$ cat config.mk
export PLATFORM = sky130hd
export DESIGN_NAME = byte_stuffed_frame_receiver_core_flat
export DESIGN_NICKNAME = d
export VERILOG_FILES = /design/src/rtl/bsfr_pkg.sv /design/src/rtl/bsfr_if.sv /design/src/rtl/bsfr_ram.sv /design/src/rtl/bsfr_ctrl.sv /design/src/rtl/bsfr_dp.sv /design/src/rtl/byte_stuffed_frame_receiver_core.sv /design/src/flat_wrapper.sv
export SDC_FILE = /design/constraint.sdc
export NUM_CORES = 1
export LEC_CHECK = 0
export ABC_AREA = 1
export BUFFER_PORTS_ARGS = -buffer_cell sky130_fd_sc_hd__buf_2
export CAP_MARGIN = 10
export CELL_PAD_IN_SITES_DETAIL_PLACEMENT = 0
export CELL_PAD_IN_SITES_GLOBAL_PLACEMENT = 2
export CORE_MARGIN = 10
export CORE_UTILIZATION = 46
export CTS_CLUSTER_SIZE = 20
export DETAILED_ROUTE_END_ITERATION = 10
export PLACE_DENSITY_LB_ADDON = 0.15
export SETUP_SLACK_MARGIN = 0.02
export SLEW_MARGIN = 20
export SYNTH_ARGS = -nofsm -noshare
export SYNTH_HDL_FRONTEND = slang
export SYNTH_SLANG_ARGS = --single-unit
$ cat constraint.sdc
create_clock -name clk -period 9.85 [get_ports clk]
set_clock_uncertainty 0.1 [all_clocks]
set_input_delay 1.4775 -clock clk [delete_from_list [all_inputs] [get_ports clk]]
set_output_delay 1.4775 -clock clk [all_outputs]
set_load 0.02 [all_outputs]
$ cat src/rtl/bsfr_pkg.sv
`timescale 1ns / 1ps
`default_nettype none
// ----------------------------------------------------------------------------
// bsfr_pkg: shared types and constants of the byte-stuffed frame receiver
// Framing bytes, status codes, phase and controller encodings, and the
// command/status bundles that link the controller to the datapath.
// ----------------------------------------------------------------------------
package bsfr_pkg;

	// Framing bytes
	localparam logic [7:0] SOF_BYTE = 8'h01;
	localparam logic [7:0] EOF_BYTE = 8'h17;
	localparam logic [7:0] ESC_BYTE = 8'hFF;

	// Escape codes that follow the marker
	localparam logic [7:0] ESC_CODE_SOF = 8'h00;
	localparam logic [7:0] ESC_CODE_EOF = 8'h02;
	localparam logic [7:0] ESC_CODE_ESC = 8'h03;

	// Defaults
	localparam int          DEF_MAX_FRAME_BYTES = 50;
	localparam logic [15:0] DEF_TIMEOUT_TICKS   = 16'd2000;

	// Configuration port
	localparam int CFG_DATA_W = 16;
	localparam int CFG_IDX_W  = 1;
	localparam logic [CFG_IDX_W-1:0] CFG_RECEIVE_ENABLE = 1'd0;
	localparam logic [CFG_IDX_W-1:0] CFG_TIMEOUT_TICKS  = 1'd1;

	// Operation field values
	localparam logic OP_BYTE = 1'b0;
	localparam logic OP_TICK = 1'b1;

	typedef enum logic [2:0] {
		ST_OK       = 3'd0,
		ST_BADESC   = 3'd1,
		ST_OVERFLOW = 3'd2,
		ST_TIMEOUT  = 3'd3,
		ST_EMPTY    = 3'd4
	} status_t;

	// Frame phase
	typedef enum logic [2:0] {
		PH_HUNT = 3'b001,
		PH_BODY = 3'b010,
		PH_ESC  = 3'b100
	} phase_t;

	// Controller states
	typedef enum logic [3:0] {
		CS_IDLE     = 4'b0001,
		CS_EXEC     = 4'b0010,
		CS_DRAIN_RD = 4'b0100,
		CS_DRAIN_WR = 4'b1000
	} ctrl_state_t;

	// Commands from controller to datapath
	typedef struct packed {
		logic accept;  // latch the input beat
		logic exec;    // apply the latched item
		logic rd;      // issue a frame store read
		logic emit;    // load the read byte into the output register
	} cmd_t;

	// Status from datapath to controller
	typedef struct packed {
		logic need_out;  // latched item produces an error beat
		logic drain;     // latched item closes a non-empty frame
		logic out_free;  // output register can take a beat this cycle
		logic last_rd;   // current read index is the final stored byte
	} sts_t;

	// Decode an escape code; valid low for a bad escape
	function automatic logic [8:0] decode_escape(input logic [7:0] code);
		logic [8:0] res;
		unique case (code)
			ESC_CODE_SOF: res = {1'b1, SOF_BYTE};
			ESC_CODE_EOF: res = {1'b1, EOF_BYTE};
			ESC_CODE_ESC: res = {1'b1, ESC_BYTE};
			default:      res = 9'd0;
		endcase
		return res;
	endfunction

endpackage
`default_nettype wire

$ cat src/rtl/bsfr_if.sv
`timescale 1ns / 1ps
`default_nettype none
// ----------------------------------------------------------------------------
// bsfr_if: valid/ready channels of the byte-stuffed frame receiver
// Input channel carries serial bytes and ticks; output channel carries
// decoded frame bytes and status beats.
// ----------------------------------------------------------------------------
interface bsfr_in_if;
	logic       valid;
	logic       ready;
	logic       operation;
	logic [7:0] rx_byte;

	modport source (output valid, output operation, output rx_byte, input ready);
	modport sink   (input valid, input operation, input rx_byte, output ready);
endinterface

interface bsfr_out_if;
	logic       valid;
	logic       ready;
	logic [7:0] out_byte;
	logic       last;
	logic [2:0] status;

	modport source (output valid, output out_byte, output last, output status, input ready);
	modport sink   (input valid, input out_byte, input last, input status, output ready);
endinterface
`default_nettype wire

$ cat src/rtl/bsfr_ram.sv
`timescale 1ns / 1ps
`default_nettype none
// ----------------------------------------------------------------------------
// bsfr_ram: generic single-write, single-read RAM
// One write port and one read port with registered read data.
// ----------------------------------------------------------------------------
module bsfr_ram #(
	parameter int WIDTH = 8,
	parameter int DEPTH = 50,
	parameter int AW    = (DEPTH > 1) ? $clog2(DEPTH) : 1
) (
	input  wire logic             clk,
	input  wire logic             we,
	input  wire logic [AW-1:0]    waddr,
	input  wire logic [WIDTH-1:0] wdata,
	input  wire logic             re,
	input  wire logic [AW-1:0]    raddr,
	output logic      [WIDTH-1:0] rdata
);

	logic [WIDTH-1:0] mem_q [DEPTH];

	// Write port
	always_ff @(posedge clk) begin
		if (we) begin
			mem_q[waddr] <= wdata;
		end
	end

	// Registered read port; data holds between reads
	always_ff @(posedge clk) begin
		if (re) begin
			rdata <= mem_q[raddr];
		end
	end

endmodule
`default_nettype wire

$ cat src/rtl/bsfr_ctrl.sv
`timescale 1ns / 1ps
`default_nettype none
// ----------------------------------------------------------------------------
// bsfr_ctrl: sequencing controller of the frame receiver
// Accepts one input beat, applies it, and walks the frame store beat by
// beat when a frame closes.
// ----------------------------------------------------------------------------
module bsfr_ctrl (
	input  wire logic           clk,
	input  wire logic           arst_n,
	input  wire logic           in_valid,
	output logic                in_ready,
	input  wire bsfr_pkg::sts_t sts,
	output bsfr_pkg::cmd_t      cmd
);
	import bsfr_pkg::*;

	ctrl_state_t state_q;
	ctrl_state_t state_nxt;

	// Next state and commands
	always_comb begin
		state_nxt  = state_q;
		cmd        = '0;
		in_ready   = 1'b0;
		unique case (state_q)
			CS_IDLE: begin
				in_ready = 1'b1;
				if (in_valid) begin
					cmd.accept = 1'b1;
					state_nxt  = CS_EXEC;
				end
			end
			CS_EXEC: begin
				// hold while an error beat has nowhere to go
				if (!(sts.need_out && !sts.out_free)) begin
					cmd.exec  = 1'b1;
					state_nxt = sts.drain ? CS_DRAIN_RD : CS_IDLE;
				end
			end
			CS_DRAIN_RD: begin
				cmd.rd    = 1'b1;
				state_nxt = CS_DRAIN_WR;
			end
			CS_DRAIN_WR: begin
				if (sts.out_free) begin
					cmd.emit  = 1'b1;
					state_nxt = sts.last_rd ? CS_IDLE : CS_DRAIN_RD;
				end
			end
			default: begin
				state_nxt = CS_IDLE;
			end
		endcase
	end

	// State register
	always_ff @(posedge clk or negedge arst_n) begin
		if (!arst_n) begin
			state_q <= CS_IDLE;
		end else begin
			state_q <= state_nxt;
		end
	end

`ifndef SYNTH
	a_accept_exec: assert property (@(posedge clk) disable iff (!arst_n)
		(in_valid && in_ready) |=> (state_q == CS_EXEC))
		else $error("accepted beat not followed by execute");

	a_drain_end: assert property (@(posedge clk) disable iff (!arst_n)
		(state_q == CS_DRAIN_WR && cmd.emit && sts.last_rd) |=> (state_q == CS_IDLE))
		else $error("drain did not finish after last byte");

	a_exec_hold: assert property (@(posedge clk) disable iff (!arst_n)
		(state_q == CS_EXEC && sts.need_out && !sts.out_free) |=> (state_q == CS_EXEC))
		else $error("error beat dropped while output stalled");
`endif

endmodule
`default_nettype wire

$ cat src/rtl/bsfr_dp.sv
`timescale 1ns / 1ps
`default_nettype none
// ----------------------------------------------------------------------------
// bsfr_dp: datapath of the frame receiver
// Holds configuration, the latched input beat, frame phase, byte count,
// tick counter, the frame store and the output register.
// ----------------------------------------------------------------------------
module bsfr_dp #(
	parameter int MAX_FRAME_BYTES = bsfr_pkg::DEF_MAX_FRAME_BYTES
) (
	input  wire logic                            clk,
	input  wire logic                            arst_n,
	input  wire logic                            cfg_we,
	input  wire logic [bsfr_pkg::CFG_IDX_W-1:0]  cfg_idx,
	input  wire logic [bsfr_pkg::CFG_DATA_W-1:0] cfg_wdata,
	input  wire logic                            in_operation,
	input  wire logic [7:0]                      in_rx_byte,
	output logic                                 out_valid,
	input  wire logic                            out_ready,
	output logic      [7:0]                      out_byte,
	output logic                                 out_last,
	output logic      [2:0]                      out_status,
	input  wire bsfr_pkg::cmd_t                  cmd,
	output bsfr_pkg::sts_t                       sts
);
	import bsfr_pkg::*;

	localparam int CW = $clog2(MAX_FRAME_BYTES + 1);
	localparam int AW = (MAX_FRAME_BYTES > 1) ? $clog2(MAX_FRAME_BYTES) : 1;

	// Configuration
	logic        en_q;
	logic [15:0] timeout_q;

	// Frame state
	logic          op_q;
	logic [7:0]    byte_q;
	phase_t        phase_q;
	logic [CW-1:0] count_q;
	logic [15:0]   ticks_q;
	logic [AW-1:0] rd_idx_q;

	// Output register
	logic       out_valid_q;
	logic [7:0] out_byte_q;
	logic       out_last_q;
	status_t    out_status_q;

	// Item evaluation
	logic        ev_start;
	logic        ev_tick;
	logic        ev_esc;
	logic        ev_store;
	logic        ev_drain;
	logic        ev_err;
	status_t     ev_code;
	logic [7:0]  store_val;
	logic [15:0] ticks_inc;
	logic        store_req;
	logic [8:0]  esc_dec;
	logic [7:0]  ram_rdata;

	// Configuration writes
	always_ff @(posedge clk or negedge arst_n) begin
		if (!arst_n) begin
			en_q      <= 1'b1;
			timeout_q <= DEF_TIMEOUT_TICKS;
		end else if (cfg_we) begin
			unique case (cfg_idx)
				CFG_RECEIVE_ENABLE: en_q      <= cfg_wdata[0];
				CFG_TIMEOUT_TICKS:  timeout_q <= cfg_wdata[15:0];
				default:            ;
			endcase
		end
	end

	// Latch the accepted beat
	always_ff @(posedge clk) begin
		if (cmd.accept) begin
			op_q   <= in_operation;
			byte_q <= in_rx_byte;
		end
	end

	// Evaluate the latched item against the frame state
	always_comb begin
		ev_start  = 1'b0;
		ev_tick   = 1'b0;
		ev_esc    = 1'b0;
		ev_store  = 1'b0;
		ev_drain  = 1'b0;
		ev_err    = 1'b0;
		ev_code   = ST_OK;
		store_req = 1'b0;
		store_val = byte_q;
		esc_dec   = decode_escape(byte_q);
		ticks_inc = (ticks_q != 16'hFFFF) ? (ticks_q + 16'd1) : ticks_q;
		priority if (phase_q == PH_HUNT) begin
			ev_start = (op_q == OP_BYTE) && en_q && (byte_q == SOF_BYTE);
		end else if (op_q == OP_TICK) begin
			if (ticks_inc >= timeout_q) begin
				ev_err  = 1'b1;
				ev_code = ST_TIMEOUT;
			end else begin
				ev_tick = 1'b1;
			end
		end else if (byte_q == ESC_BYTE) begin
			ev_esc = 1'b1;
		end else if (byte_q == EOF_BYTE) begin
			if (count_q == '0) begin
				ev_err  = 1'b1;
				ev_code = ST_EMPTY;
			end else begin
				ev_drain = 1'b1;
			end
		end else if (phase_q == PH_ESC) begin
			if (esc_dec[8]) begin
				store_req = 1'b1;
				store_val = esc_dec[7:0];
			end else begin
				ev_err  = 1'b1;
				ev_code = ST_BADESC;
			end
		end else begin
			store_req = 1'b1;
		end
		// full store refuses data bytes
		if (store_req) begin
			if (count_q >= CW'(MAX_FRAME_BYTES)) begin
				ev_err  = 1'b1;
				ev_code = ST_OVERFLOW;
			end else begin
				ev_store = 1'b1;
			end
		end
	end

	// Frame state update
	always_ff @(posedge clk or negedge arst_n) begin
		if (!arst_n) begin
			phase_q  <= PH_HUNT;
			count_q  <= '0;
			ticks_q  <= '0;
			rd_idx_q <= '0;
		end else begin
			if (cmd.exec) begin
				priority if (ev_err) begin
					phase_q <= PH_HUNT;
					count_q <= '0;
					ticks_q <= '0;
				end else if (ev_start) begin
					phase_q <= PH_BODY;
					count_q <= '0;
					ticks_q <= '0;
				end else if (ev_tick) begin
					ticks_q <= ticks_inc;
				end else if (ev_esc) begin
					phase_q <= PH_ESC;
				end else if (ev_drain) begin
					// count stays until the last byte leaves
					phase_q  <= PH_HUNT;
					ticks_q  <= '0;
					rd_idx_q <= '0;
				end else if (ev_store) begin
					phase_q <= PH_BODY;
					count_q <= count_q + CW'(1);
				end else begin
					phase_q <= phase_q;
				end
			end
			// advance the drain
			if (cmd.emit) begin
				if (sts.last_rd) begin
					count_q <= '0;
				end else begin
					rd_idx_q <= rd_idx_q + AW'(1);
				end
			end
		end
	end

	// Frame store
	bsfr_ram #(
		.WIDTH (8),
		.DEPTH (MAX_FRAME_BYTES),
		.AW    (AW)
	) u_store (
		.clk   (clk),
		.we    (cmd.exec && ev_store),
		.waddr (count_q[AW-1:0]),
		.wdata (store_val),
		.re    (cmd.rd),
		.raddr (rd_idx_q),
		.rdata (ram_rdata)
	);

	// Output register
	always_ff @(posedge clk or negedge arst_n) begin
		if (!arst_n) begin
			out_valid_q <= 1'b0;
		end else if (cmd.emit || (cmd.exec && ev_err)) begin
			out_valid_q <= 1'b1;
		end else if (out_ready) begin
			out_valid_q <= 1'b0;
		end
	end

	always_ff @(posedge clk) begin
		if (cmd.emit) begin
			out_byte_q   <= ram_rdata;
			out_last_q   <= sts.last_rd;
			out_status_q <= ST_OK;
		end else if (cmd.exec && ev_err) begin
			out_byte_q   <= 8'h00;
			out_last_q   <= 1'b1;
			out_status_q <= ev_code;
		end
	end

	// Status to the controller
	always_comb begin
		sts.need_out = ev_err;
		sts.drain    = ev_drain;
		sts.out_free = !out_valid_q || out_ready;
		sts.last_rd  = (CW'(rd_idx_q) == (count_q - CW'(1)));
	end

	assign out_valid  = out_valid_q;
	assign out_byte   = out_byte_q;
	assign out_last   = out_last_q;
	assign out_status = out_status_q;

`ifndef SYNTH
	a_count_bound: assert property (@(posedge clk) disable iff (!arst_n)
		count_q <= CW'(MAX_FRAME_BYTES))
		else $error("byte count beyond frame store");

	a_no_overwrite: assert property (@(posedge clk) disable iff (!arst_n)
		(out_valid_q && !out_ready) |-> !(cmd.emit || (cmd.exec && ev_err)))
		else $error("output beat overwritten while stalled");

	a_err_hunt: assert property (@(posedge clk) disable iff (!arst_n)
		(cmd.exec && ev_err) |=> (phase_q == PH_HUNT && count_q == '0 && out_last_q))
		else $error("error did not return to hunting");
`endif

endmodule
`default_nettype wire

$ cat src/rtl/byte_stuffed_frame_receiver_core.sv
`timescale 1ns / 1ps
`default_nettype none
// ----------------------------------------------------------------------------
// byte_stuffed_frame_receiver_core: byte-stuffed serial frame receiver
// Deframes stuffed serial bytes into decoded frame bytes with status.
// ----------------------------------------------------------------------------
// Usage:
//   in_ch  : valid/ready beats of {operation, rx_byte}; operation high marks
//            a time tick, low a received serial byte.
//   out_ch : valid/ready beats of {out_byte, last, status}; a closed frame
//            gives one beat per stored byte, the final one with last set; an
//            error gives one beat with out_byte zero, last set and its code.
//   cfg    : cfg_we/cfg_idx/cfg_wdata write receive_enable (0) and
//            timeout_ticks (1); write only while the block is idle.
// Sequencing: an input beat is accepted, then applied; the next one is taken
// after that and after any drain it began. An error beat loads the output
// register when its input beat is applied. A closed frame drains through the
// one read port of the frame store (read, then load the output register).
// A waiting output beat does not block the next input beat; the block stalls
// only when it must place a new beat while the previous one is still held.
// Reset: arst_n clears phase to hunting, counts to zero, receive_enable to
// one and timeout_ticks to 2000; the frame store needs no clearing.
// ----------------------------------------------------------------------------
module byte_stuffed_frame_receiver_core #(
	parameter int MAX_FRAME_BYTES = bsfr_pkg::DEF_MAX_FRAME_BYTES
) (
	input  wire logic                            clk,
	input  wire logic                            arst_n,
	input  wire logic                            cfg_we,
	input  wire logic [bsfr_pkg::CFG_IDX_W-1:0]  cfg_idx,
	input  wire logic [bsfr_pkg::CFG_DATA_W-1:0] cfg_wdata,
	bsfr_in_if.sink                              in_ch,
	bsfr_out_if.source                           out_ch
);
	import bsfr_pkg::*;

	cmd_t cmd;
	sts_t sts;

	// Sequencing
	bsfr_ctrl u_ctrl (
		.clk      (clk),
		.arst_n   (arst_n),
		.in_valid (in_ch.valid),
		.in_ready (in_ch.ready),
		.sts      (sts),
		.cmd      (cmd)
	);

	// Storage and decode
	bsfr_dp #(
		.MAX_FRAME_BYTES (MAX_FRAME_BYTES)
	) u_dp (
		.clk          (clk),
		.arst_n       (arst_n),
		.cfg_we       (cfg_we),
		.cfg_idx      (cfg_idx),
		.cfg_wdata    (cfg_wdata),
		.in_operation (in_ch.operation),
		.in_rx_byte   (in_ch.rx_byte),
		.out_valid    (out_ch.valid),
		.out_ready    (out_ch.ready),
		.out_byte     (out_ch.out_byte),
		.out_last     (out_ch.last),
		.out_status   (out_ch.status),
		.cmd          (cmd),
		.sts          (sts)
	);

endmodule
`default_nettype wire

$ cat src/flat_wrapper.sv
// flat-port wrapper written by rule: the top's interface ports become plain ports
module byte_stuffed_frame_receiver_core_flat import bsfr_pkg::*;
#(
	parameter int MAX_FRAME_BYTES = bsfr_pkg::DEF_MAX_FRAME_BYTES
)
  (clk, arst_n, cfg_we, cfg_idx, cfg_wdata, in_ch_valid, in_ch_operation, in_ch_rx_byte, in_ch_ready, out_ch_valid, out_ch_out_byte, out_ch_last, out_ch_status, out_ch_ready);
  bsfr_in_if in_ch_i ();
  bsfr_out_if out_ch_i ();
  input  wire logic clk;
  input  wire logic arst_n;
  input  wire logic cfg_we;
  input  wire logic [bsfr_pkg::CFG_IDX_W-1:0] cfg_idx;
  input  wire logic [bsfr_pkg::CFG_DATA_W-1:0] cfg_wdata;
  input wire logic [$bits(in_ch_i.valid)-1:0] in_ch_valid;
  input wire logic [$bits(in_ch_i.operation)-1:0] in_ch_operation;
  input wire logic [$bits(in_ch_i.rx_byte)-1:0] in_ch_rx_byte;
  output wire logic [$bits(in_ch_i.ready)-1:0] in_ch_ready;
  output wire logic [$bits(out_ch_i.valid)-1:0] out_ch_valid;
  output wire logic [$bits(out_ch_i.out_byte)-1:0] out_ch_out_byte;
  output wire logic [$bits(out_ch_i.last)-1:0] out_ch_last;
  output wire logic [$bits(out_ch_i.status)-1:0] out_ch_status;
  input wire logic [$bits(out_ch_i.ready)-1:0] out_ch_ready;
  assign in_ch_i.valid = in_ch_valid;
  assign in_ch_i.operation = in_ch_operation;
  assign in_ch_i.rx_byte = in_ch_rx_byte;
  assign in_ch_ready = in_ch_i.ready;
  assign out_ch_valid = out_ch_i.valid;
  assign out_ch_out_byte = out_ch_i.out_byte;
  assign out_ch_last = out_ch_i.last;
  assign out_ch_status = out_ch_i.status;
  assign out_ch_i.ready = out_ch_ready;
  byte_stuffed_frame_receiver_core #(.MAX_FRAME_BYTES(MAX_FRAME_BYTES)) u_core (.clk(clk), .arst_n(arst_n), .cfg_we(cfg_we), .cfg_idx(cfg_idx), .cfg_wdata(cfg_wdata), .in_ch(in_ch_i), .out_ch(out_ch_i));
endmodule
# After elaboration in Yosys (flattened, before gate mapping)
# Memories as Yosys holds them, arrays and structs flattened. A register that Yosys moved wholly into a read port is not among the register bits.
# Index checks and enable logic that the tools add are counted.
# op_classes
n_mux,98
eq_ne,18
reduce_logical,20
bitwise,2
n_lt_le_gt_ge,2
addsub,4
# ops
cell,count
$mux 6,17
$mux 16,6
$mux 8,8
$mux 1,46
$mux 3,15
$pmux 9 s3,1
$add 16x1->16 const B,1
$eq 8x2->1 const B,2
$ge 16x16->1,1
$ne 16x16->1 const B,1
$pmux 4 s4,1
$add 6x1->6 const B,2
$mux 4,3
$reduce_and 3->1,3
$eq 8x1->1 const B,1
$eq 8x5->1 const B,1
$eq 8x8->1 const B,1
$logic_not 8->1,1
$eq 6x6->1,1
$ge 6x6->1 const B,1
$logic_not 6->1,1
$ne 2x2->1 const B,3
$sub 6x1->6 const B,1
$logic_and 1x1->1,5
other kinds (16),21
# totals
ram_bits,400
regBits,74
out_inout_bits,14
input_bits,31
memories,1
# memory_table
memory,depth,word_bits,rd,rd_clocked_by_memory_dff,wr,line_no,text
u_core.u_dp.u_store.mem_q,50,8,1,1,1,bsfr_ram.sv:21,logic [WIDTH-1:0] mem_q [DEPTH];

# Logic depth before layout (Yosys ltp)
# Gate-level depths: netlist of the first run.
# depth
depth_word,18
ltp_mapped,26
mapped_depth_nobuf,25

# Hierarchy
# Synthesis of the first run repeated with hierarchy kept, for this count alone.
# unflattened
cells_unflattened,2029
hier_area_um2,21221.6
# modules_own_cells
module,cells_per_inst,n_inst,area_per_inst_um2
bsfr_ram,1415,1,16568.4
bsfr_dp,562,1,4310.4
bsfr_ctrl,52,1,342.8

# Worst setup path before layout of the first run
# OpenSTA, ideal clock, no wires.
# synth_timing
path_kind,reg-to-reg
from,reg u_core.u_dp.ticks_q[0]
to,"mem u_core.u_dp.u_store.mem_q[0][0], enable pin"
t_required_ps,9380
n_path_buf,0
synth_period_minus_slack_ps,3868
stages_incl_launch_ff,25
slack_ps,5982
arrival_ps,3397
cell_sequence,dfrtp_1 -> ha_1 -> nand2_1 -> nor3_2 -> nand2_1 -> nor3_2 -> nand3_1 -> nand3_1 -> xor2_1 -> ha_1 -> nand2_1 -> inv_1 -> nand2_1 -> nor2_1 -> nor2_1 -> nand2_1 -> nand2_1 -> nand2_1 -> nand2_1 -> nand3_4 -> nand2_4 -> nand3_4 -> nor2_2 -> nand2_1 -> nor2_1
# synth_via
elab_chain_cells,14
word_cells_on_any_way,15
cone_classes,add/sub: 1; order compare: 1; eq/ne: 1; mux: 10; reduce/logical: 2
# synth_lines
item,line_no,text
"start, declared",bsfr_dp.sv:40,logic [15:0] ticks_q;
"start signal, assigned",bsfr_dp.sv:156,ticks_q <= ticks_inc;
$add 16x1->16 or $ne 16x16->1 (tied branches),bsfr_dp.sv:97,ticks_inc = (ticks_q != 16'hFFFF) ? (ticks_q + 16'd1) : ticks_q;
$mux 16 (*),bsfr_dp.sv:97,
$ge 16x16->1 (*),bsfr_dp.sv:101,if (ticks_inc >= timeout_q) begin
$mux 1 (*),bsfr_dp.sv:101,
$mux 1 (*),bsfr_dp.sv:100,end else if (op_q == OP_TICK) begin
$mux 1 (*),bsfr_dp.sv:98,priority if (phase_q == PH_HUNT) begin
$mux 1,bsfr_dp.sv:129,if (count_q >= CW'(MAX_FRAME_BYTES)) begin
$mux 1 (*),bsfr_dp.sv:128,if (store_req) begin
$logic_and 1x1->1 (*),bsfr_ctrl.sv:36,if (!(sts.need_out && !sts.out_free)) begin
$mux 1 (*),bsfr_ctrl.sv:36,
$mux 1 (*),bsfr_ctrl.sv:26,unique case (state_q)
$logic_and 1x1->1 (*),bsfr_dp.sv:189,".we (cmd.exec && ev_store),"
$mux 1 (*),bsfr_ram.sv:25,if (we) begin
$mux 1 (implied by the code) (*),bsfr_ram.sv:26,mem_q[waddr] <= wdata;
"end, declared",bsfr_ram.sv:21,
# Every way passes the cells marked *; elsewhere a longest branch is shown, timed or not.

# Worst setup path after layout of the first run
# layout_timing
from,reg u_core.u_dp.ticks_q[0]
to,"mem u_core.u_dp.u_store.mem_q[6][2], enable pin"
# The elaborated chain is that of the path after synthesis.

==> results.toml, run 1 <==
[layout]
most-common-layout-cells = "edfxtp_1, nor2_1, nand2_1"
design.final.nets = 1876
area_delta_synth_final_pct = 11.5
final_cell_area_um2 = 22900
layout-drive-gt1-share_pct = 10.6
final_core_util_pct = 51.8
commonest_non_fill_non_tap_cell_in_the_layout = "edfxtp_1"
finalNonFillerCells = 2458

[pwr]
vdd_ir_drop_max_mv = 0.132
intPower_uw = 3550
share_seq_of_total_power_pct = 48.1
switching_power_uw = 1440
p_per_area_nw_per_um2 = 218
clock_power_share_pct = 36.5
combinationalPowerShare_pct = 15.4
power_switching_share_pct = 28.9
power_leakage_uw = 0.00818

[worst_setup_path]
reg2reg_end = "u_core.u_dp.u_store.mem_q[6][2]"
critical-path-max-stage-delay_ps = 620
worst-path-max-fanout = 9
worst_path_most_repeated_cell = "nand2_1"
rr_startpoint = "u_core.u_dp.ticks_q[0]"
reg2reg_depth = 24
cp.required_ps = 9970
timing.setup.critical_path_class = "reg2reg"
setup.worst_path.start_class = "flop"
crit_path_end_kind = "flop"
cp.arrival_ps = 5090
critical_path.slowest_cell = "nor2_1"
worst-r2r-setup-slack_ps = 4880
crit_chain = "ha_1 -> nand2_1 -> nor3_2 -> nand2_1 -> nor3_2 -> nand3_1 -> nand3_1 -> xor2_1 -> ha_1 -> nand2_1 -> inv_1 -> nand2_1 -> nor2_1 -> nor2_1 -> nand2_1 -> nand2_1 -> nand2_1 -> nand2_1 -> nand3_4 -> nand2_4 -> nand3_4 -> nor2_2 -> nand2_1 -> nor2_1"

[place]
gp_congestion = 0.825
hpwlAfterDp_um = 34700
dpl.cell_count = 2361
place_ws_ps = 4910
detailed_place.area_um2 = 21300
numPortBuffers = 44

[sta]
totalNegativeSetupSlack_ps = 0
final-max-slew-violation-count = 0
fraction_of_the_cycle_the_final_worst_path_needs_pct = 50.4
timing.final.crit_period_ps = 4970
final_critical_path_setup_slack_ps = 4880
hold_violations = 0
rsz0062_at_grt = "false"
tightest_slew_ps = 1100
timing.final.setup_violations = 0
slew_headroom_pct = 26.2
highest_clock_rate_ghz = 0.201

[min_path]
min_path_type = "reg2reg"
worstHoldStart = "u_core.u_dp.out_status[0]"
whs_path_depth = 2
worstHoldEndpoint = "u_core.u_dp.out_status[0]"

[grt]
grt_pass1_wl_um = 85600
first_global_vias = 13818
gr-total-overflow = 0
total_global_routing_track_utilization_pct = 21.2
pin_count_of_the_biggest_net_entering_global_routing = 100
antenna_found_initial = 1

[clock_tree]
clock_insertion_delay_worst_skew_ps = 600
clock_sink_count = 482
tritoncts = "built"
cts.repair_timing.setup_buffer_count = 0
number_of_cts_inserted_buffers = 52
cts_max_path_buffers = 3
worst_setup_hold_path_clk_slew_ps = 60
h-tree-depth = 2
clockRootBuffer = "clkbuf_16"
cts-hold-fix-buffers = 0
postCtsResizedCells = 0

[logic_synthesis]
yosys_most_used_dff = "edfxtp_1"
synth_warnings = 0
synth.largest_area_cell = "edfxtp_1"
number_of_instances_in_the_synthesized_netlist = 1800
synth_nets = 1853
synth_top_area_share_pct = 62.2
syn_area_um2 = 20600
postSynthRegisterBits = 482
yosys-top-cells-area = "edfxtp_1, nor2_1, dfrtp_1"
synth_edf_count = 426
syn-mean-instance-area_um2 = 11.4
seq_area_frac_synth_pct = 69.0
synth_cell_type_count = 44
postSynth.asyncResetShare_pct = 11.0

[floorplanning]
chipWidth_um = 231
io_pins = 45
core_um2 = 44200
dieArea_um2 = 53500
vertical_die_dimension_um = 231
placement_rows = 77
initial_utilization_pct = 46.5

[detailed_routing]
post_detailed_routing_wire_length_um = 56600
detailedRoute.firstPassIterationCount = 5
routed-via-count = 13969
routed_wire_length_per_instance_um = 23.0
number_of_remaining_drc_errors = 0
drt-initial-drc-count = 1604
route.antenna.remaining_nets = 0
routed_via_density = 5.68

[outcome]
status = "finished clean"

[flow_run]
drv.max_cap_violation_count = 0
-- worst max-delay path by stage --
| stage | start | to | slack [ps] | cells past startpoint |
|---|---|---|---|---|
| after CTS | u_core.u_dp.ticks_q[0] | u_core.u_dp.u_store.mem_q[2][6] | 4880 | 24 |
| after global placement | u_core.u_dp.ticks_q[0] | u_core.u_dp.u_store.mem_q[6][2] | 5010 | 24 |
| final | u_core.u_dp.ticks_q[0] | u_core.u_dp.u_store.mem_q[6][2] | 4880 | 24 |
| after detailed placement | u_core.u_dp.ticks_q[0] | u_core.u_dp.u_store.mem_q[6][7] | 4910 | 24 |
| after floorplan | u_core.u_dp.ticks_q[0] | u_core.u_dp.u_store.mem_q[0][0] | 5980 | 24 |
| after global routing | u_core.u_dp.ticks_q[1] | u_core.u_dp.u_store.mem_q[2][0] | 4360 | 24 |
-- cells in the mapped netlist, drive strengths merged (22+ instances only) --
master  count
edfxtp    426
nor2      311
nand2     232
o21ai     219
inv       116
nand3      81
clkbuf     74
o22ai      60
a21oi      47
dfrtp      44
o221ai     36
nand4      33
ha         22
-- layer usage --
| metal | GRT usage (%) | share of wire [%] | wire length (um) |
|---|---|---|---|
| met5 | 0 | 0 | 0 |
| met4 | 6.21 | 2.4 | 1360 |
| met3 | 3.75 | 6.7 | 3770 |
| met2 | 34.0 | 47 | 26800 |
| met1 | 29.0 | 44 | 24700 |
-- state kept, by name, indices dropped and copies added (netlist names), 3 cells and up --
| register | count |
|---|---|
| u_core.u_dp.u_store.rdata | 8 |
| u_core.u_dp.out_byte | 8 |
| u_core.u_dp.u_store.mem_q | 400 |
| u_core.u_dp.byte_q | 8 |
| u_core.u_dp.ticks_q | 16 |
| u_core.u_dp.out_status | 3 |
| u_core.u_dp.timeout_q | 16 |
| u_core.u_dp.rd_idx_q | 6 |
| u_core.u_ctrl.state_q | 4 |
| u_core.u_dp.count_q | 6 |
| u_core.u_dp.phase_q | 3 |
-- metrics by stage --
| step | total power (uW) | hold WS (ps) |
|---|---|---|
| 2_1_floorplan | 2890 | 342 |
| 3_3_place_gp | 3220 | 357 |
| 3_5_place_dp | 3210 | 361 |
| 4_1_cts | 5030 | 373 |
| 5_1_grt | 5200 | 397 |
| 6_report | 5000 | 368 |
-- layout make-up --
type	instances	area, um^2
Sequential cell	482	14200
Fill cell	3881	21300
Clock inverter	27	168
Clock buffer	68	1410
Multi-Input combinational cell	1107	5600
Timing Repair Buffer	62	355
Tap cell	592	741
Antenna cell	2	5.00
Inverter	118	445
-- kinds of logic after synthesis --
| kind of cell | synth area share [%] |
|---|---|
| AO/OA/AOI/OAI | 10.6 |
| buffers and inverters | 3.96 |
| AND/OR/NAND/NOR | 14.3 |
| flip-flops | 69.0 |
| adder cells (fa/ha/maj) | 1.34 |
| XOR/XNOR | 0.767 |
-- power by group through the flow --
stage | logic [uW] | registers [uW] | clock network (uW)
finish | 770 | 2400 | 1820
global route | 851 | 2410 | 1940
CTS | 772 | 2400 | 1850
detailed placement | 770 | 2440 | 0
global placement | 774 | 2440 | 0
floorplan | 464 | 2420 | 0
-- worst max-delay path, delay by kind of cell, from the launching register on --
family	cells	cell delay, ps
xor gates and xnor gates	1	220
adders and majority gates	2	490
buffers and inverters	1	40
DFF	1	370
and+or+nand+nor	20	3370
(Power assumes the default switching activity.)
==> run 2: changes to the inputs <==
CORE_UTILIZATION = 43   (was 46)
clock period = 5.1 ns   (was 9.85 ns; I/O delays follow)
==> run 2 against run 1 <==
- final area is 1.7% higher
- critical endpoint is now u_core.u_dp.u_store.mem_q[24][2]
- largest power group unchanged
- critical path depth did not move
- register-to-register slack worse by 4400 ps
- critical path type unchanged
- sequential power is 93% higher
- final cell count grew 2.2%
- core utilization is 2.8 points lower
- maximum frequency increased by 7.1%
- total power rose by 96%
==> results.toml, run 2 (synthesized netlist as in run 1, its figures left out) <==
[sta]
totalNegativeSetupSlack_ps = 0
hold_violations = 0
fraction_of_the_cycle_the_final_worst_path_needs_pct = 90.9
highest_clock_rate_ghz = 0.216
final.hold.worst_slack_ps = 125
rsz0062_at_grt = "true"
timing.final.setup_violations = 0
timing.final.crit_period_ps = 4640
tightest_slew_ps = 1000
slew_headroom_pct = 33.0
final-max-slew-violation-count = 0

[place]
gp_congestion = 0.810
dpl.cell_count = 2418
hpwlAfterDp_um = 36700
numPortBuffers = 44

[detailed_routing]
drt-initial-drc-count = 1221
route.antenna.remaining_nets = 0
routed_via_density = 5.53
routed-via-count = 13891
routed_wire_length_per_instance_um = 23.1
detailedRoute.firstPassIterationCount = 5
number_of_remaining_drc_errors = 0
post_detailed_routing_wire_length_um = 58100

[layout]
most-common-layout-cells = "edfxtp_1, nor2_1, nand2_1"
final_core_util_pct = 49.0
area_delta_synth_final_pct = 13.4
largest_register_ff_count = 400
finalNonFillerCells = 2513
commonest_non_fill_non_tap_cell_in_the_layout = "edfxtp_1"
regMostFlops = "u_core.u_dp.u_store.mem_q"
reg.largest.list = "u_core.u_dp.u_store.mem_q: 400 flops, u_core.u_dp.ticks_q: 16 flops, u_core.u_dp.timeout_q: 16 flops"
design.final.nets = 1910
n_fill_cell = 4307
layout-drive-gt1-share_pct = 12.4

[floorplanning]
io_pins = 45
placement_rows = 80
dieArea_um2 = 56900
chipWidth_um = 239
vertical_die_dimension_um = 239
initial_utilization_pct = 43.2
core_um2 = 47500

[clock_tree]
clockRootBuffer = "clkbuf_16"
cts-hold-fix-buffers = 0
h-tree-depth = 2
number_of_cts_inserted_buffers = 52
worst_setup_hold_path_clk_slew_ps = 60
cts_max_path_buffers = 3
clock_sink_count = 482
clock_insertion_delay_worst_skew_ps = 610
cts.repair_timing.setup_buffer_count = 0
tritoncts = "built"

[worst_setup_path]
crit_chain = "ha_1 -> nand2_1 -> nor3_2 -> nand2_1 -> nor3_2 -> nand3_2 -> nand3_1 -> xor2_1 -> ha_1 -> nand2_1 -> inv_1 -> nand2_1 -> nor2_1 -> nor2_1 -> nand2_1 -> nand2_1 -> nand2_1 -> nand2_1 -> nand3_4 -> nand2_4 -> nand3_4 -> nor2_2 -> nand2_2 -> nor2_1"
critical_path.slowest_cell = "nor2_1"
setup.worst_path.start_class = "flop"
crit_path_end_kind = "flop"
cp.arrival_ps = 4780
reg2reg_end = "u_core.u_dp.u_store.mem_q[24][2]"
reg2reg_depth = 24
worst-path-max-fanout = 9
worst_path_most_repeated_cell = "nand2_1"
timing.setup.critical_path_class = "reg2reg"
rr_startpoint = "u_core.u_dp.ticks_q[1]"
critical-path-max-stage-delay_ps = 590
cp.required_ps = 5240
worst-r2r-setup-slack_ps = 460

[grt]
antenna_found_initial = 0
groute.layer.met3.usage_pct = 3.30
grt_util_met1_pct = 27.0
globalRoute.busiestLayer = "met2"
grt_pass1_wl_um = 87900
gr-total-overflow = 0
pin_count_of_the_biggest_net_entering_global_routing = 211
first_global_vias = 14082
groute.layer.met2.usage_pct = 34.0
total_global_routing_track_utilization_pct = 20.4

[pwr]
vdd_ir_drop_max_mv = 0.297
totalPowerFinal_uw = 9810
power_leakage_uw = 0.00838
p_per_area_nw_per_um2 = 421

[flow_run]
drv.max_cap_violation_count = 0

[min_path]
min_path_type = "in2async"

[outcome]
status = "finished clean"
[run 2: changes by cell type in the layout (fill, tap and decap cells not counted), moves of 2 or more]
| cell | delta |
|---|---|
| nor2_2 | +6 |
| buf_4 | +32 |
| clkinvlp_4 | +2 |
| buf_12 | +2 |
| bufinv_16 | +4 |
| nor2_1 | -6 |
| clkinv_2 | -5 |
| clkbuf_8 | -3 |
| clkinv_1 | +2 |
[run 2: cell type report]
type	count	area [um^2]	area share, %
Clock buffer	64	1350	5.78
Multi-Input combinational cell	1107	5620	24.1
Sequential cell	482	14200	60.9
Timing Repair Buffer	96	636	2.73
Tap cell	615	769	3.30
Inverter	118	445	1.91
Clock inverter	30	293	1.26
Antenna cell	1	2.50	0.0107
[run 2: metrics by stage]
stage / area (um^2) / setup WS (ps)
global placement: 21600 / 419
finish: 23300 / 462
floorplan: 20600 / 1230
global route: 23300 / -26.1
detailed placement: 21600 / 318
CTS: 23300 / 303
[run 2: timing repair]
item                                   4_1_cts  5_1_grt
resized for setup                            0        7
setup endpoints to repair                    0      168
endpoints found under the hold margin        0        0
[run 2: report_power, final]
group | switching, uW | internal (uW)
clock network | 1550 | 2120
logic | 1150 | 342
registers | 112 | 4530
total | 2810 | 7000
[run 2: how the worst max path moves through the flow]
stage / start / cells past startpoint / to
global route: u_core.u_dp.ticks_q[1] / 24 / u_core.u_dp.u_store.mem_q[24][6]
finish: u_core.u_dp.ticks_q[1] / 24 / u_core.u_dp.u_store.mem_q[24][2]
CTS: u_core.u_dp.ticks_q[1] / 24 / u_core.u_dp.u_store.mem_q[25][7]
global placement: u_core.u_dp.ticks_q[0] / 24 / u_core.u_dp.u_store.mem_q[24][2]
detailed placement: u_core.u_dp.ticks_q[1] / 24 / u_core.u_dp.u_store.mem_q[25][3]
floorplan: u_core.u_dp.ticks_q[0] / 24 / u_core.u_dp.u_store.mem_q[23][0]
[run 2: worst max-delay path, delay by kind of cell (launching register included)]
kind	cells	cell delay [ps]
adders and majority gates	2	500
DFF	1	380
and+or+nand+nor	20	3050
xor gates and xnor gates	1	220
buffers and inverters	1	40
[run 2: layer usage]
| layer | vias to the layer above | wire, um |
|---|---|---|
| met4 | 0 | 1400 |
| met2 | 417 | 28300 |
| met3 | 95 | 3100 |
| met1 | 6825 | 25300 |
| met5 | - | 0 |
| li1 | 6554 | - |
==> run 3: changes to the inputs <==
CORE_UTILIZATION = 45   (was 43)
CTS_BUF_LIST = sky130_fd_sc_hd__clkbuf_8   (was default)
PLACE_DENSITY = 0.89   (was default)
PLACE_DENSITY_LB_ADDON = default   (was 0.15)
==> run 3 against run 2 <==
- hold slack worse by 97 ps
- maximum frequency down 2.2%
- core utilization up 1.8 points
- non-clock buffer count down 17
- largest cell class unchanged
- critical path type unchanged
- register-to-register slack worse by 100 ps
==> results.toml, run 3 (synthesized netlist as in run 1, its figures left out) <==
[place]
detailed_place.area_um2 = 21500
numPortBuffers = 44
gp_congestion = 0.854
hpwlAfterDp_um = 33300

[worst_setup_path]
critical-path-max-stage-delay_ps = 590
cp.required_ps = 5240
crit_chain = "ha_1 -> nand2_1 -> nor3_2 -> nand2_1 -> nor3_2 -> nand3_1 -> nand3_1 -> xor2_1 -> ha_1 -> nand2_1 -> nand2_1 -> nand2_1 -> nand2_1 -> nor2_1 -> nand2_1 -> nand2_1 -> nand2_1 -> nand2_1 -> nand3_4 -> nand2_4 -> nand3_4 -> nor2_2 -> nand2_2 -> nor2_1"
timing.critical_path.max_delay_family = "simple AND/OR/NAND/NOR gates"
timing.setup.critical_path_class = "reg2reg"
crit_path_end_kind = "flop"
worst_path_most_repeated_cell = "nand2_1"
setup.worst_path.start_class = "flop"
path_buf_inv = 0
worst-path-max-fanout = 9
cp.arrival_ps = 4880
critical_path.slowest_cell = "nor2_1"

[clock_tree]
clock_sink_count = 482
tritoncts = "built"
cts_max_path_buffers = 3
h-tree-depth = 3
cts-hold-fix-buffers = 0
worst_setup_hold_path_clk_slew_ps = 60
clock_insertion_delay_worst_skew_ps = 630
cts.repair_timing.setup_buffer_count = 0
clockRootBuffer = "clkbuf_8"
number_of_cts_inserted_buffers = 78

[sta]
timing.final.crit_period_ps = 4740
highest_clock_rate_ghz = 0.211
hold_violations = 0
timing.final.setup_violations = 0
final-max-slew-violation-count = 0
slew_headroom_pct = 27.5
fraction_of_the_cycle_the_final_worst_path_needs_pct = 92.9
tightest_slew_ps = 1080
rsz0062_at_grt = "true"

[detailed_routing]
number_of_remaining_drc_errors = 0
drt-initial-drc-count = 1612
routed_via_density = 5.62
routed_wire_length_per_instance_um = 21.5
post_detailed_routing_wire_length_um = 54200
routed-via-count = 14181
detailedRoute.firstPassIterationCount = 8
route.antenna.remaining_nets = 0

[pwr]
power_leakage_uw = 0.00835
share_seq_of_total_power_pct = 49.8
switching_power_uw = 2760
combinationalPowerShare_pct = 15.9
p_per_area_nw_per_um2 = 405
intPower_uw = 6580
vdd_ir_drop_max_mv = 0.226
power_switching_share_pct = 29.5
clock_power_share_pct = 34.4

[grt]
first_global_vias = 13927
grt_pass1_wl_um = 81700
grt_util_met1_pct = 26.4
globalRoute.busiestLayer = "met2"
groute.layer.met3.usage_pct = 4.04
antenna_found_initial = 0
pin_count_of_the_biggest_net_entering_global_routing = 212
gr-total-overflow = 0
total_global_routing_track_utilization_pct = 19.7
groute.layer.met2.usage_pct = 31.4

[outcome]
status = "finished clean"

[min_path]
min_path_type = "in2async"

[floorplanning]
core_um2 = 45300
vertical_die_dimension_um = 234
initial_utilization_pct = 45.4
io_pins = 45
dieArea_um2 = 54600
chipWidth_um = 234
placement_rows = 78

[layout]
regMostFlops = "u_core.u_dp.u_store.mem_q"
final_core_util_pct = 50.9
design.final.nets = 1919
commonest_non_fill_non_tap_cell_in_the_layout = "edfxtp_1"
n_antenna_cell = 0
largest_register_ff_count = 400
reg.largest.list = "u_core.u_dp.u_store.mem_q: 400 flops, u_core.u_dp.ticks_q: 16 flops, u_core.u_dp.timeout_q: 16 flops"
final_cell_area_um2 = 23000
area_delta_synth_final_pct = 12.1
most-common-layout-cells = "edfxtp_1, nor2_1, nand2_1"
layout-drive-gt1-share_pct = 13.7
n_fill_cell = 4084

[flow_run]
drv.max_cap_violation_count = 0
run 3: cell count changes in the layout (fill, tap and decap cells not counted), moves of 6 or more:
cell / delta
clkbuf_16: -52
nor2_1: -19
inv_1: +22
nor2_4: +6
clkbuf_1: -12
clkbuf_8: +83
buf_4: -16
nor2_2: +13
run 3: power groups by stage:
stage                     Sequential [uW]  Clock, uW  Combinational (uW)
after CTS                            4640       3260                1450
after global routing                 4660       3440                1610
final                                4650       3210                1480
after global placement               4720          0                1430
after floorplan                      4680          0                 896
after detailed placement             4720          0                1440
run 3: area by class of cell:
type                            count  area, um^2  area share (%)
Tap cell                          600         751            3.26
Clock inverter                     56         347            1.50
Sequential cell                   482       14200            61.6
Multi-Input combinational cell   1107        5660            24.6
Timing Repair Buffer               79         495            2.15
Clock buffer                       83        1140            4.96
Inverter                          118         448            1.94
run 3: timing repair:
item | 4_1_cts | 5_1_grt
hold endpoints to repair | 0 | 0
endpoints found under the setup margin | 0 | 253
resized for setup | 0 | 31
run 3: final timing paths:
path                                      startpoint                               end  slack [ps]  cells past startpoint
min in group clk                              cfg_we                  u_core.u_dp.en_q         210                      2
setup / recovery              u_core.u_dp.ticks_q[0]  u_core.u_dp.u_store.mem_q[24][1]         360                     24
hold / removal                                arst_n            u_core.u_dp.phase_q[2]          30                      1
setup reg to reg              u_core.u_dp.ticks_q[0]  u_core.u_dp.u_store.mem_q[24][1]         360                     24
hold reg to reg            u_core.u_dp.out_status[1]         u_core.u_dp.out_status[1]         370                      2
max in group asynchronous                     arst_n           u_core.u_dp.rd_idx_q[0]        4020                      2
run 3: stage by stage:
stage | instances | TNS (ps) | hold slack (ps) | setup WS, ps | power (uW)
5_1_grt | 2525 | -5780 | 45.0 | -128 | 9710
6_report | 2525 | 0 | 28.1 | 360 | 9330
3_5_place_dp | 2386 | 0 | 365 | 322 | 6170
3_3_place_gp | 2386 | 0 | 356 | 475 | 6160
2_1_floorplan | 1800 | 0 | 342 | 1230 | 5570
4_1_cts | 2525 | 0 | 21.0 | 288 | 9350
run 3: layer usage:
| layer | vias to the layer above | share of wire [%] |
|---|---|---|
| met3 | 125 | 7.7 |
| met2 | 609 | 46 |
| met4 | 0 | 3.1 |
| met5 | - | 0 |
| met1 | 6881 | 43 |
| li1 | 6566 | - |
